`src/hdl/rled_pkg.sv`:
```
`default_nettype none

package rled_pkg;

  localparam int unsigned BYTE_BITS = 8;
  localparam int unsigned CNT_BITS  = 6;

  localparam logic [BYTE_BITS-1:0] BYTE_ZERO = 8'h00;
  localparam logic [BYTE_BITS-1:0] BYTE_ONES = 8'hFF;

  // header code in bits 7:6 of a header byte
  typedef enum logic [1:0] {
    CODE_LIT  = 2'b00,
    CODE_RUNV = 2'b01,
    CODE_ZERO = 2'b10,
    CODE_ONES = 2'b11
  } hdr_code_e;

  typedef enum logic [1:0] {
    VSEL_IN   = 2'b00,
    VSEL_ZERO = 2'b01,
    VSEL_ONES = 2'b10
  } val_sel_e;

  typedef struct packed {
    logic      hdr_take;  // load count from header byte
    logic      val_take;  // load run value
    val_sel_e  val_sel;
    logic      emit;      // load one byte into the output register
    logic      emit_lit;  // emitted byte is the incoming literal
  } cmd_t;

  typedef struct packed {
    logic      out_free;     // output register can take a byte this cycle
    logic      frame_end;    // next byte closes the frame
    logic      cnt_zero;
    logic      cnt_one;
    hdr_code_e in_code;
    logic      in_cnt_zero;
  } sts_t;

endpackage

`default_nettype wire

```
`src/hdl/rled_intf.sv`:
```
`default_nettype none

interface rled_in_if;
  logic       valid;
  logic       ready;
  logic [7:0] comp_byte;

  modport source (output valid, output comp_byte, input ready);
  modport sink (input valid, input comp_byte, output ready);
endinterface

interface rled_out_if;
  logic       valid;
  logic       ready;
  logic [7:0] out_byte;
  logic       frame_last;
  logic       overrun;
  logic       run_last;

  modport source (output valid, output out_byte, output frame_last, output overrun,
                  output run_last, input ready);
  modport sink (input valid, input out_byte, input frame_last, input overrun,
                input run_last, output ready);
endinterface

interface rled_cfg_if #(
  parameter int unsigned LENGTH_BITS = 16
);
  logic                   valid;
  logic                   ready;
  logic [LENGTH_BITS-1:0] frame_length;

  modport source (output valid, output frame_length, input ready);
  modport sink (input valid, input frame_length, output ready);
endinterface

`default_nettype wire

```
`src/hdl/rled_dp.sv`:
```
`default_nettype none

module rled_dp #(
  parameter int unsigned LENGTH_BITS = 16
) (
  input  wire logic                   clk_i,
  input  wire logic                   rst_ni,
  input  wire logic [7:0]             in_byte_i,
  input  wire logic                   cfg_fire_i,
  input  wire logic [LENGTH_BITS-1:0] cfg_data_i,
  input  wire logic                   out_ready_i,
  input  wire rled_pkg::cmd_t         cmd_i,
  output rled_pkg::sts_t              sts_o,
  output logic                        out_valid_o,
  output logic [7:0]                  out_byte_o,
  output logic                        frame_last_o,
  output logic                        overrun_o,
  output logic                        run_last_o
);
  import rled_pkg::*;

  logic [LENGTH_BITS-1:0] len_q, len_d;
  logic [LENGTH_BITS-1:0] left_q, left_d;
  logic [CNT_BITS-1:0]    cnt_q, cnt_d;
  logic                   out_valid_q, out_valid_d;
  logic [BYTE_BITS-1:0]   val_q;
  logic [BYTE_BITS-1:0]   out_byte_q;
  logic                   last_q, ovr_q, rl_q;

  logic                   frame_end, cnt_zero, cnt_one;
  logic [BYTE_BITS-1:0]   emit_byte;
  logic [BYTE_BITS-1:0]   val_sel_byte;

  assign frame_end = (left_q[LENGTH_BITS-1:1] == '0);
  assign cnt_zero  = (cnt_q == '0);
  assign cnt_one   = (cnt_q == CNT_BITS'(1));
  assign emit_byte = cmd_i.emit_lit ? in_byte_i : val_q;

  always_comb begin
    case (cmd_i.val_sel)
      VSEL_ZERO: val_sel_byte = BYTE_ZERO;
      VSEL_ONES: val_sel_byte = BYTE_ONES;
      default:   val_sel_byte = in_byte_i;
    endcase
  end

  assign sts_o.out_free    = !out_valid_q || out_ready_i;
  assign sts_o.frame_end   = frame_end;
  assign sts_o.cnt_zero    = cnt_zero;
  assign sts_o.cnt_one     = cnt_one;
  assign sts_o.in_code     = hdr_code_e'(in_byte_i[7:6]);
  assign sts_o.in_cnt_zero = (in_byte_i[CNT_BITS-1:0] == '0);

  always_comb begin
    len_d       = len_q;
    left_d      = left_q;
    cnt_d       = cnt_q;
    out_valid_d = out_valid_q;
    if (out_ready_i) begin
      out_valid_d = 1'b0;
    end
    if (cfg_fire_i) begin
      // a zero length behaves as one
      len_d  = (cfg_data_i == '0) ? LENGTH_BITS'(1) : cfg_data_i;
      left_d = len_d;
      cnt_d  = '0;
    end else begin
      if (cmd_i.hdr_take) begin
        cnt_d = in_byte_i[CNT_BITS-1:0];
      end
      if (cmd_i.emit) begin
        out_valid_d = 1'b1;
        // drop the rest of the block at the frame boundary
        cnt_d  = frame_end ? '0 : cnt_q - CNT_BITS'(1);
        left_d = frame_end ? len_q : left_q - LENGTH_BITS'(1);
      end
    end
  end

  always_ff @(posedge clk_i or negedge rst_ni) begin
    if (!rst_ni) begin
      len_q       <= LENGTH_BITS'(1);
      left_q      <= LENGTH_BITS'(1);
      cnt_q       <= '0;
      out_valid_q <= 1'b0;
    end else begin
      len_q       <= len_d;
      left_q      <= left_d;
      cnt_q       <= cnt_d;
      out_valid_q <= out_valid_d;
    end
  end

  always_ff @(posedge clk_i) begin
    if (cmd_i.val_take) begin
      val_q <= val_sel_byte;
    end
    if (cmd_i.emit) begin
      out_byte_q <= emit_byte;
      last_q     <= frame_end;
      ovr_q      <= frame_end && !cnt_zero && !cnt_one;
      rl_q       <= cmd_i.emit_lit || frame_end || cnt_one;
    end
  end

  assign out_valid_o  = out_valid_q;
  assign out_byte_o   = out_byte_q;
  assign frame_last_o = last_q;
  assign overrun_o    = ovr_q;
  assign run_last_o   = rl_q;

endmodule

`default_nettype wire

```
`src/hdl/rled_ctrl.sv`:
```
`default_nettype none

module rled_ctrl (
  input  wire logic           clk_i,
  input  wire logic           rst_ni,
  input  wire logic           in_valid_i,
  output logic                in_ready_o,
  input  wire logic           cfg_fire_i,
  input  wire rled_pkg::sts_t sts_i,
  output rled_pkg::cmd_t      cmd_o
);
  import rled_pkg::*;

  typedef enum logic [3:0] {
    ST_HDR = 4'b0001,
    ST_LIT = 4'b0010,
    ST_VAL = 4'b0100,
    ST_RUN = 4'b1000
  } state_e;

  state_e st_q, st_d;
  logic   in_fire;

  assign in_ready_o = sts_i.out_free && (st_q != ST_RUN);
  assign in_fire    = in_valid_i && in_ready_o;

  always_comb begin
    st_d  = st_q;
    cmd_o = '{hdr_take: 1'b0, val_take: 1'b0, val_sel: VSEL_IN, emit: 1'b0,
              emit_lit: 1'b0};
    unique case (st_q)
      ST_HDR: begin
        if (in_fire) begin
          unique case (sts_i.in_code)
            CODE_LIT: begin
              cmd_o.hdr_take = 1'b1;
              st_d = sts_i.in_cnt_zero ? ST_HDR : ST_LIT;
            end
            CODE_RUNV: begin
              cmd_o.hdr_take = 1'b1;
              st_d = ST_VAL;
            end
            default: begin
              if (!sts_i.in_cnt_zero) begin
                cmd_o.hdr_take = 1'b1;
                cmd_o.val_take = 1'b1;
                cmd_o.val_sel  = (sts_i.in_code == CODE_ZERO) ? VSEL_ZERO : VSEL_ONES;
                st_d = ST_RUN;
              end
            end
          endcase
        end
      end
      ST_LIT: begin
        if (in_fire) begin
          cmd_o.emit     = 1'b1;
          cmd_o.emit_lit = 1'b1;
          if (sts_i.frame_end || sts_i.cnt_one) begin
            st_d = ST_HDR;
          end
        end
      end
      ST_VAL: begin
        if (in_fire) begin
          // a zero-length run still swallows its value byte
          if (sts_i.cnt_zero) begin
            st_d = ST_HDR;
          end else begin
            cmd_o.val_take = 1'b1;
            st_d = ST_RUN;
          end
        end
      end
      ST_RUN: begin
        if (sts_i.out_free) begin
          cmd_o.emit = 1'b1;
          if (sts_i.frame_end || sts_i.cnt_one) begin
            st_d = ST_HDR;
          end
        end
      end
      default: st_d = ST_HDR;
    endcase
    if (cfg_fire_i) begin
      st_d  = ST_HDR;
      cmd_o = '{hdr_take: 1'b0, val_take: 1'b0, val_sel: VSEL_IN, emit: 1'b0,
                emit_lit: 1'b0};
    end
  end

  always_ff @(posedge clk_i or negedge rst_ni) begin
    if (!rst_ni) begin
      st_q <= ST_HDR;
    end else begin
      st_q <= st_d;
    end
  end

`ifndef SYNTHESIS
  a_onehot: assert property (@(posedge clk_i) disable iff (!rst_ni) $onehot(st_q))
    else $error("state register not one-hot");
  a_run_cnt: assert property (@(posedge clk_i) disable iff (!rst_ni)
    (st_q == ST_RUN) |-> !sts_i.cnt_zero)
    else $error("run state with empty count");
  a_lit_cnt: assert property (@(posedge clk_i) disable iff (!rst_ni)
    (st_q == ST_LIT) |-> !sts_i.cnt_zero)
    else $error("literal state with empty count");
  a_emit_free: assert property (@(posedge clk_i) disable iff (!rst_ni)
    cmd_o.emit |-> sts_i.out_free)
    else $error("emit while output register is held");
`endif

endmodule

`default_nettype wire

```
`src/hdl/rle_extended_byte_decoder_top.sv`:
```
// Channel  Dir  Payload                                       Transfer
// comp_i   in   comp_byte[7:0]                                valid & ready
// res_o    out  out_byte[7:0], frame_last, overrun, run_last  valid & ready
// cfg_i    in   frame_length[LENGTH_BITS-1:0]                 valid & ready (ready tied high)
//
// Header byte: no output. Literal byte: one result.
// Run: value byte taken, then one result per cycle while res_o is ready, up to 63 results,
// with comp_i held off; the single output register and the run counter set this.
// A stall on res_o holds the output register and backs up into comp_i.
// Reset is asynchronous, active low; no clearing pass. A frame_length write aborts the frame.
`default_nettype none

module rle_extended_byte_decoder_top #(
  parameter int unsigned LENGTH_BITS = 16
) (
  input  wire logic clk_i,
  input  wire logic rst_ni,
  rled_in_if.sink   comp_i,
  rled_out_if.source res_o,
  rled_cfg_if.sink  cfg_i
);
  import rled_pkg::*;

  cmd_t cmd;
  sts_t sts;
  logic cfg_fire;

  assign cfg_i.ready = 1'b1;
  assign cfg_fire    = cfg_i.valid;

  rled_ctrl u_ctrl (
    .clk_i      (clk_i),
    .rst_ni     (rst_ni),
    .in_valid_i (comp_i.valid),
    .in_ready_o (comp_i.ready),
    .cfg_fire_i (cfg_fire),
    .sts_i      (sts),
    .cmd_o      (cmd)
  );

  rled_dp #(
    .LENGTH_BITS (LENGTH_BITS)
  ) u_dp (
    .clk_i        (clk_i),
    .rst_ni       (rst_ni),
    .in_byte_i    (comp_i.comp_byte),
    .cfg_fire_i   (cfg_fire),
    .cfg_data_i   (cfg_i.frame_length),
    .out_ready_i  (res_o.ready),
    .cmd_i        (cmd),
    .sts_o        (sts),
    .out_valid_o  (res_o.valid),
    .out_byte_o   (res_o.out_byte),
    .frame_last_o (res_o.frame_last),
    .overrun_o    (res_o.overrun),
    .run_last_o   (res_o.run_last)
  );

endmodule

`default_nettype wire

```
`src/flat_wrapper.sv`:
```
// flat-port wrapper written by rule: the top's interface ports become plain ports
module rle_extended_byte_decoder_top_flat import rled_pkg::*;
#(
  parameter int unsigned LENGTH_BITS = 16
)
  (clk_i, rst_ni, comp_i_valid, comp_i_comp_byte, comp_i_ready, res_o_valid, res_o_out_byte, res_o_frame_last, res_o_overrun, res_o_run_last, res_o_ready, cfg_i_valid, cfg_i_frame_length, cfg_i_ready);
  rled_in_if comp_i_i ();
  rled_out_if res_o_i ();
  rled_cfg_if #(.LENGTH_BITS(LENGTH_BITS)) cfg_i_i ();
  input  wire logic clk_i;
  input  wire logic rst_ni;
  input wire logic [$bits(comp_i_i.valid)-1:0] comp_i_valid;
  input wire logic [$bits(comp_i_i.comp_byte)-1:0] comp_i_comp_byte;
  output wire logic [$bits(comp_i_i.ready)-1:0] comp_i_ready;
  output wire logic [$bits(res_o_i.valid)-1:0] res_o_valid;
  output wire logic [$bits(res_o_i.out_byte)-1:0] res_o_out_byte;
  output wire logic [$bits(res_o_i.frame_last)-1:0] res_o_frame_last;
  output wire logic [$bits(res_o_i.overrun)-1:0] res_o_overrun;
  output wire logic [$bits(res_o_i.run_last)-1:0] res_o_run_last;
  input wire logic [$bits(res_o_i.ready)-1:0] res_o_ready;
  input wire logic [$bits(cfg_i_i.valid)-1:0] cfg_i_valid;
  input wire logic [$bits(cfg_i_i.frame_length)-1:0] cfg_i_frame_length;
  output wire logic [$bits(cfg_i_i.ready)-1:0] cfg_i_ready;
  assign comp_i_i.valid = comp_i_valid;
  assign comp_i_i.comp_byte = comp_i_comp_byte;
  assign comp_i_ready = comp_i_i.ready;
  assign res_o_valid = res_o_i.valid;
  assign res_o_out_byte = res_o_i.out_byte;
  assign res_o_frame_last = res_o_i.frame_last;
  assign res_o_overrun = res_o_i.overrun;
  assign res_o_run_last = res_o_i.run_last;
  assign res_o_i.ready = res_o_ready;
  assign cfg_i_i.valid = cfg_i_valid;
  assign cfg_i_i.frame_length = cfg_i_frame_length;
  assign cfg_i_ready = cfg_i_i.ready;
  rle_extended_byte_decoder_top #(.LENGTH_BITS(LENGTH_BITS)) u_core (.clk_i(clk_i), .rst_ni(rst_ni), .comp_i(comp_i_i), .res_o(res_o_i), .cfg_i(cfg_i_i));
endmodule
```
`config.mk`:
```
export PLATFORM = sky130hd
export DESIGN_NAME = rle_extended_byte_decoder_top_flat
export DESIGN_NICKNAME = d
export VERILOG_FILES = /design/src/hdl/rled_pkg.sv /design/src/hdl/rled_intf.sv /design/src/hdl/rled_dp.sv /design/src/hdl/rled_ctrl.sv /design/src/hdl/rle_extended_byte_decoder_top.sv /design/src/flat_wrapper.sv
export SDC_FILE = /design/constraint.sdc
export NUM_CORES = 1
export LEC_CHECK = 0
export BUFFER_PORTS_ARGS = -buffer_cell sky130_fd_sc_hd__buf_4
export CORE_ASPECT_RATIO = 1.1
export CORE_MARGIN = 4
export CORE_UTILIZATION = 45
export CTS_CLUSTER_SIZE = 8
export DETAILED_ROUTE_END_ITERATION = 10
export PLACE_DENSITY = 0.63
export SYNTH_ARGS = -nofsm -noshare
export SYNTH_HDL_FRONTEND = slang
export SYNTH_HIERARCHICAL = 1
export SYNTH_SLANG_ARGS = --single-unit
```
`constraint.sdc`:
```
create_clock -name clk_i -period 5.7 [get_ports clk_i]
set_clock_uncertainty 0.1 [all_clocks]
set_input_delay 0.855 -clock clk_i [delete_from_list [all_inputs] [get_ports clk_i]]
set_output_delay 0.855 -clock clk_i [all_outputs]
set_load 0.01 [all_outputs]
```
== Word level (Yosys, flattened, before mapping) ==
Cells that the tools add are included.

* Bits in writable memories: 0
* Logic and storage cells: 86
* Memories: 0
* Register bits after elaboration: 62
* Output and inout bits: 14
* Memory bits (read-only): 0
* Input bits: 29
* Bits in latches: 0

* Add/sub/neg operators: 2
* Divide/modulo/power cells: 0
* Reductions and logical operators: 20
* Multiplexer cells: 39
* Shift-type cells: 0
* Bitwise logic cells: 0
* Equality and inequality tests: 15
* $mul: 0
* $lt $le $gt $ge: 0

{| class="wikitable"
|+ Operators with widths
! operator !! number
|-
| two-way mux 16 bit || 4
|-
| two-way mux 4 bit || 10
|-
| two-way mux 6 bit || 5
|-
| zero test 16 bit || 1
|-
| one-hot mux 4 bit (4 select lines) || 1
|-
| one-hot mux 8 bit (2 select lines) || 1
|-
| subtractor 16 x 1 -> 16 bit (second input constant) || 1
|-
| zero test 15 bit || 1
|-
| zero test 6 bit || 2
|-
| inequality test 3 bit (second input constant) || 4
|-
| two-way mux 1 bit || 9
|-
| two-way mux 2 bit || 4
|-
| two-way mux 8 bit || 1
|-
| one-hot mux 4 bit (2 select lines) || 1
|-
| == test 6 x 1 -> 1 bit (second input constant) || 1
|-
| subtractor 6 x 1 -> 6 bit (second input constant) || 1
|-
| inequality test 5 x 3 -> 1 bit (second input constant) || 1
|-
| AND reduction 5 bit || 1
|-
| == test 2 x 1 -> 1 bit (second input constant) || 2
|-
| == test 2 bit (second input constant) || 2
|-
| == test 4 x 1 -> 1 bit (second input constant) || 1
|-
| == test 4 x 2 -> 1 bit (second input constant) || 1
|-
| == test 4 x 3 -> 1 bit (second input constant) || 1
|-
| == test 4 bit (second input constant) || 1
|-
| 10 further kinds || 19
|}

== Depth between registers and ports, before layout ==
Gate-level depths: netlist (run 1).

* Depth in word-level cells: 10
* Mapped depth: 12
* Gate-level depth less buffers: 9

== By module ==
The synthesis (run 1) kept the hierarchy.

{| class="wikitable"
|+ By module, submodules not included
! module !! instances !! sequential area each (sq um) !! area each (sq um) !! cells each
|-
| rled_dp || 1 || 1549.0 || 3057.9 || 304
|-
| rled_ctrl || 1 || 101.3 || 404.1 || 51
|-
| rle_extended_byte_decoder_top || 1 || 0.0 || 11.3 || 2
|}

== Worst setup path after synthesis (run 1) ==
Ideal clock, no wire load.

* Kind: input -> register
* Start: input port res_o_ready
* End: register u_core.u_dp.left_q[15]
* Library setup time: 0.083 ns
* Arrival: 3.424 ns
* Slack: 2.093 ns
* Stages: 7
* Path through: nand2b_1 nor4bb_1 clkbuf_1 nor2b_1 a41oi_1 a41o_1 o21ai_0

{| class="wikitable"
|+ RTL lines
! item !! line !! RTL
|-
| from (decl) || flat_wrapper.sv:20 || <nowiki>input wire logic [$bits(res_o_i.ready)-1:0] res_o_ready;</nowiki>
|-
| to (signal assigned) || rled_dp.sv:88 || <nowiki>left_q <= left_d;</nowiki>
|-
| to (decl) || rled_dp.sv:23 || <nowiki>logic [LENGTH_BITS-1:0] left_q, left_d;</nowiki>
|}

==> impl_metrics.csv, run 1 <==
group,metric,value,unit
status,outcome,"finished, final reports clean",
final_layout,fin_util,54.0,%
final_layout,areaGrowthSynthToFinish,16.2,%
worst_setup_path,crit_path_end_kind,"flip-flop",
floorplanning,floorplan.initialDensity,46.5,%
final_layout,final_area,0.00404,mm²
global_routing,antenna_found_initial,0,
synth,syn_avg_cell_area,9.73,µm²
worst_setup_path,cp.required,5.82,ns
synth,synth_top_area_cell,"dfrtp_1",
global_routing,grt_pass1_vias,2764,
drt,drc_errors,0,
global_routing,globalRouteOverflowTotal,0,
timing,final.setup.worst_slack,2.48,ns
worst_hold_path,whs_endpoint,"u_core/u_dp/len_q[0]",
place,place_area,0.00380,mm²
worst_setup_path,rrSetupSlack,2.48,ns
worst_hold_path,whs_path_depth,2,
timing,maxSlewViolCount,0,
timing,finalCriticalPeriod,3.22,ns
floorplanning,design.die.area,0.00919,mm²
synth,ys_seq_area_share,47.5,%
synth,synth_most_common_cell,"o21ai_0",
synth,syn_nets,390,
global_routing,grt_usage,18.2,%
final_layout,final_cells,496,
timing,rsz0062_at_grt,"no",
job,maxCapViolCount,0,
synth,netlist_top_cells_area,"dfrtp_1, edfxtp_1, o21ai_0, mux2_2, nand2_1",
final_layout,n_fill_cell,671,
clock_network,tritoncts,"built",
place,portBuffers,41,
clock_network,cts_buffer_depth,2,
timing,setup_viol,0,
pwr,p_per_area,311,mW/mm²
drt,dr.pass1.iters,4,
clock_network,cts-hold-fix-buffers,0,
pwr,finalPower,1.26,mW
synth,yosysUniqueCellTypes,63,
timing,maxSlewHeadroom,29.3,%
timing,hold_violations,0,
synth,ys_seq_elements,62,
clock_network,cts_made_buffers,9,
synth,synthArstFlopShare,69.4,%
pwr,peakVddDrop,0.165,mV
worst_setup_path,critPathKind,"flip-flop to flip-flop",
synth,synth_common_cells,"o21ai_0, dfrtp_1, nand2_1",
clock_network,clk_pin_slew,0.07,ns
drt,routedWlPerCell,16.1,µm
timing,whs,0.383,ns
worst_setup_path,reg2reg_from,"u_core/u_dp/left_q[5]",
timing,finalSetupTns,0,ns
timing,post-route-period-util,56.6,%
place,placedCellCount,480,
worst_setup_path,reg2reg_depth,8,
clock_network,post_cts_buffers,0,
floorplanning,rows,33,
synth,synth_edf_count,19,
synth,synth_ff_type,"dfrtp_1",
final_layout,final_nets,419,
floorplanning,pin_count,43,
synth,synth_top_area_share,28.8,%
worst_setup_path,crit_arrival,3.35,ns
global_routing,grt_max_degree,48,
synth,syn_area,0.00347,mm²
global_routing,grt_pass1_wl,13300,µm
worst_hold_path,holdCritPathClass,"flip-flop to flip-flop",
synth,syn_inst,357,
drt,vias,2802,
drt,via_per_inst,5.65,
floorplanning,die_height,100,µm
floorplanning,coreArea,0.00747,mm²
place,dp_hpwl,5710,µm
place,gp_congestion,0.885,
clock_network,worst_skew_pair.late_latency,0.34,ns
timing,worst_slew_pin_slew,1.06,ns
worst_hold_path,worstHoldStart,"u_core/u_dp/len_q[0]",
pwr,p_leak,1.69,nW
worst_setup_path,cp-start-kind,"flip-flop",
drt,wl,7990,µm
clock_network,cts.sinks,62,
timing,clock.fmax,310,MHz
final_layout,final_layout_size_suffix_gt1_share,22.8,%
worst_setup_path,reg2reg_to,"u_core/u_ctrl/st_q[1]",
synth,yosys_warnings,6,
clock_network,clock-root-buffer,"clkbuf_8",
place,post-place-ws,2.25,ns
clock_network,cts_max_level,3,
clock_network,post_cts_resized,0,
floorplanning,dieWidth,91.8,µm
worst_setup_path,cp_max_fo,16,
drt,first_iter_violations,116,
final_layout,diodes,0,
drt,final_antenna_net_count,0,
-- placed cells by master (no fill, tap or decap), types with 9 or more instances in the layout --
master,synthesis,routed
buf_4,6,43
o21ai_0,42,42
dfrtp_1,40,40
nand2_1,37,37
nor2_1,19,19
edfxtp_1,19,19
inv_1,17,17
mux2_2,15,15
nor3_1,13,13
nor4_1,12,12
clkbuf_8,0,9
-- kinds of logic after synthesis --
logic type	after synthesis	share of synthesized area, %
buffers and inverters	42	5.91
AO/OA/AOI/OAI	92	17.0
multiplexers	19	6.02
other	1	0.108
flip-flops	62	47.5
XOR/XNOR	6	1.51
AND/OR/NAND/NOR	131	20.5
adder cells (fa/ha/maj)	4	1.44
-- critical path: stages, from the launching register on --
cell	delay, ns
dfrtp_1	0.43
or4_1	0.69
or3_4	0.47
or2_1	0.44
inv_1	0.33
o21ai_0	0.16
o211ai_1	0.13
nand3_1	0.19
mux2i_1	0.17
-- cell type report --
class                   count  area [µm²]  share of cell area, %
repair buffers             43         323                   8.00
inverters                  17        63.8                   1.58
clock buffers               9         124                   3.07
multi-input cells         253        1630                   40.4
well taps                 105         131                   3.25
flip-flops and latches     62        1650                   40.9
clock inverters             7         113                   2.79
-- metal layers --
metal	GRT usage (%)	share of wire (%)
met4	4.46	0.88
met3	4.42	4.0
met2	31.4	52
met1	23.2	44
met5	0	0
-- sequential cells by signal, summed over array words and instances (netlist names) --
| register | cells |
|---|---|
| u_core/u_ctrl/st_q | 4 |
| u_core/u_dp/out_byte_o | 8 |
| u_core/u_dp/val_q | 8 |
| u_core/u_dp/frame_last_o | 1 |
| u_core/u_dp/run_last_o | 1 |
| u_core/u_dp/out_valid_o | 1 |
| u_core/u_dp/cnt_q | 6 |
| u_core/u_dp/left_q | 16 |
| u_core/u_dp/overrun_o | 1 |
| u_core/u_dp/len_q | 16 |
-- where the power goes --
group	switching, mW	leakage, nW	internal (mW)	total [mW]
sequential	0.0461	0.705	0.507	0.553
clock	0.174	0.121	0.288	0.462
combinational	0.129	0.865	0.111	0.240
-- worst max-delay path by stage --
stage                        endpoint                  start  slack (ns)  cells after the start
3_5_place_dp     u_core/u_dp/val_q[5]    comp_i_comp_byte[1]        2.25                      7
2_1_floorplan  u_core/u_dp/left_q[15]            res_o_ready        2.09                      7
3_3_place_gp     u_core/u_dp/val_q[7]    comp_i_comp_byte[1]        2.39                      7
5_1_grt         u_core/u_ctrl/st_q[0]  u_core/u_dp/left_q[5]        2.27                      8
6_report        u_core/u_ctrl/st_q[1]  u_core/u_dp/left_q[5]        2.48                      8
4_1_cts         u_core/u_ctrl/st_q[1]  u_core/u_dp/left_q[5]        2.48                      8
No activity file was read; power rests on OpenSTA's default activity.
==> run 2, diff against run 1 <==
- ABC_AREA: not set -> 1
- clock period: 5.7 -> 3.4 ns (I/O delays scaled with it)
==> run 2 against run 1 <==
- register-to-register slack got worse by 1.9 ns
- combinational power rose by 92%
- first-iteration DRC count is 21% higher
- synthesized cell count up 34%
- wire length is 6.8% higher
- via count increased by 12%
==> impl_metrics.csv, run 2 <==
group,metric,value,unit
status,outcome,"finished, final reports clean",
clock_network,tritoncts,"built",
drt,final_antenna_net_count,0,
drt,drc_errors,0,
worst_setup_path,critPathSlowestCell,"nor2_1",
timing,hold_violations,0,
drt,routedWlPerCell,13.5,µm
pwr,p_leak,2.12,nW
final_layout,final_common_cell,"nand2_1",
synth,ys_seq_area_share,45.4,%
place,dp_hpwl,6330,µm
worst_setup_path,cpPeakStageDelay,0.74,ns
pwr,p_per_area,532,mW/mm²
final_layout,top_regs,"u_core/u_dp/left_q: 16 flops, u_core/u_dp/len_q: 16 flops",
clock_network,cts.sinks,62,
pwr,clkPwrFrac,38.6,%
timing,rsz0062_at_grt,"no",
final_layout,mostFrequentLayoutCells,"nand2_1, inv_1, nor2_1",
pwr,p_int,1.62,mW
clock_network,cts_buffer_depth,2,
drt,wl,8540,µm
drt,dr.pass1.iters,4,
synth,synthArstFlopShare,69.4,%
timing,maxSlewHeadroom,36.1,%
final_layout,n_fill_cell,758,
timing,finalCriticalPeriod,2.83,ns
worst_setup_path,cp-start-kind,"flip-flop",
worst_setup_path,cp.required,3.56,ns
pwr,p_switching,658,µW
synth,syn_nets,513,
floorplanning,dieWidth,93.7,µm
clock_network,cts_max_level,3,
worst_setup_path,cp_max_fo,11,
worst_setup_path,reg2reg_depth,12,
worst_setup_path,reg2reg_to,"u_core/u_dp/cnt_q[3]",
job,maxCapViolCount,0,
clock_network,post_cts_buffers,0,
pwr,power_frac_seq,41.2,%
timing,worst_slew_pin_slew,0.955,ns
global_routing,grt_pass1_wl,14100,µm
global_routing,grt_pass1_vias,2999,
floorplanning,floorplan.initialDensity,46.2,%
global_routing,grt_usage,18.8,%
final_layout,fin_util,54.3,%
worst_hold_path,holdCritPathClass,"primary input to async pin",
floorplanning,coreArea,0.00787,mm²
final_layout,areaGrowthSynthToFinish,17.5,%
synth,synth_top_area_share,27.5,%
clock_network,clk_pin_slew,0.08,ns
synth,yosysUniqueCellTypes,37,
clock_network,cts_made_buffers,9,
clock_network,cts-hold-fix-buffers,0,
synth,syn_avg_cell_area,7.57,µm²
final_layout,diodes,0,
final_layout,multi_input_area,0.00166,mm²
synth,syn_inst,480,
floorplanning,rows,34,
worst_setup_path,crit_arrival,2.99,ns
clock_network,clock-root-buffer,"clkbuf_8",
final_layout,final_nets,551,
final_layout,regArea,0.00165,mm²
pwr,pwr-share-comb,20.2,%
synth,synth_ff_type,"dfrtp_1",
final_layout,final_layout_size_suffix_gt1_share,18.9,%
timing,post-route-period-util,83.3,%
worst_setup_path,crit_path_end_kind,"flip-flop",
timing,clock.fmax,353,MHz
floorplanning,die_height,102,µm
worst_setup_path,path_cells,"nor2_2, nand2_2, nand3_2, inv_1, nand2_1, o32ai_2, nor2_2, nor2_1, nand2_2, inv_1, nand3_1, a21oi_1",
timing,setup_viol,0,
synth,synth_top_area_cell,"dfrtp_1",
global_routing,grt_max_degree,44,
clock_network,worst_skew_pair.late_latency,0.34,ns
worst_setup_path,critPathKind,"flip-flop to flip-flop",
synth,yosys_warnings,6,
pwr,peakVddDrop,0.223,mV
synth,synth_most_common_cell,"nand2_1",
floorplanning,design.die.area,0.00958,mm²
synth,synth_edf_count,19,
global_routing,antenna_found_initial,0,
timing,maxSlewViolCount,0,
synth,synth_common_cells,"nand2_1, inv_1, nor2_1",
drt,first_iter_violations,140,
place,portBuffers,41,
worst_setup_path,rrSetupSlack,0.57,ns
clock_network,post_cts_resized,0,
place,gp_congestion,0.925,
drt,via_per_inst,5.00,
drt,vias,3152,
synth,netlist_top_cells_area,"dfrtp_1, edfxtp_1, nand2_1, inv_1, nor2_1",
timing,finalSetupTns,0,ns
synth,ys_seq_elements,62,
floorplanning,pin_count,43,
worst_setup_path,reg2reg_from,"u_core/u_ctrl/st_q[0]",
global_routing,globalRouteOverflowTotal,0,
synth,syn_area,0.00363,mm²
pwr,p_sw_share,28.9,%
## run 2: kinds of logic after synthesis
kind of cell | after synthesis | synth area share [%]
AND/OR/NAND/NOR | 268 | 32.3
other | 1 | 0.103
flip-flops | 62 | 45.4
AO/OA/AOI/OAI | 66 | 11.0
adder cells (fa/ha/maj) | 4 | 1.38
XOR/XNOR | 3 | 0.723
buffers and inverters | 76 | 9.02
## run 2: critical path, delay by kind of cell, from the launching register on
family / cells / cell delay, ns
AND/OR/NAND/NOR: 8 / 1.54
flip-flops: 1 / 0.57
AO/OA/AOI/OAI: 2 / 0.29
buffers and inverters: 2 / 0.24
## run 2: cell type report
cell class	instances	share of cell area [%]
multi-input combinational	342	38.9
clock inverter	6	3.11
tap	108	3.16
clock buffer	10	3.22
inverter	59	5.19
timing repair buffer	44	7.74
sequential	62	38.6
## run 2: how the worst max path moves through the flow
stage | end | slack [ns] | cells past startpoint | from
floorplan | u_core/u_dp/left_q[9] | 0.67 | 11 | res_o_ready
global placement | u_core/u_dp/cnt_q[0] | 0.66 | 13 | res_o_ready
detailed placement | u_core/u_dp/cnt_q[3] | 0.56 | 13 | res_o_ready
CTS | u_core/u_dp/cnt_q[3] | 0.57 | 12 | u_core/u_ctrl/st_q[0]
global route | u_core/u_dp/cnt_q[3] | 0.36 | 12 | u_core/u_ctrl/st_q[0]
finish | u_core/u_dp/cnt_q[3] | 0.57 | 12 | u_core/u_ctrl/st_q[0]
## run 2: routing by layer
metal	global-route usage (%)	vias to the layer above	part of all wire (%)
li1	-	1606	-
met1	21.6	1467	42
met2	35.1	70	52
met3	3.31	9	4.1
met4	6.89	0	1.5
met5	0	-	0
## run 2: per-stage QoR
stage	hold WS, ns	power [mW]	setup WS [ns]	area (µm²)	instances
after floorplan	0.114	1.27	0.670	3630	480
after global placement	0.353	1.40	0.657	4000	615
after detailed placement	0.354	1.41	0.559	4000	615
after CTS	0.0712	2.29	0.574	4270	631
after global routing	0.0839	2.40	0.355	4270	631
final	0.0514	2.27	0.568	4270	631
## run 2: power groups by stage
stage / clock (mW) / sequential, mW / combinational, mW
3_3_place_gp: 0 / 0.948 / 0.450
6_report: 0.876 / 0.937 / 0.460
2_1_floorplan: 0 / 0.935 / 0.339
3_5_place_dp: 0 / 0.949 / 0.460
5_1_grt: 0.927 / 0.950 / 0.527
4_1_cts: 0.889 / 0.936 / 0.462
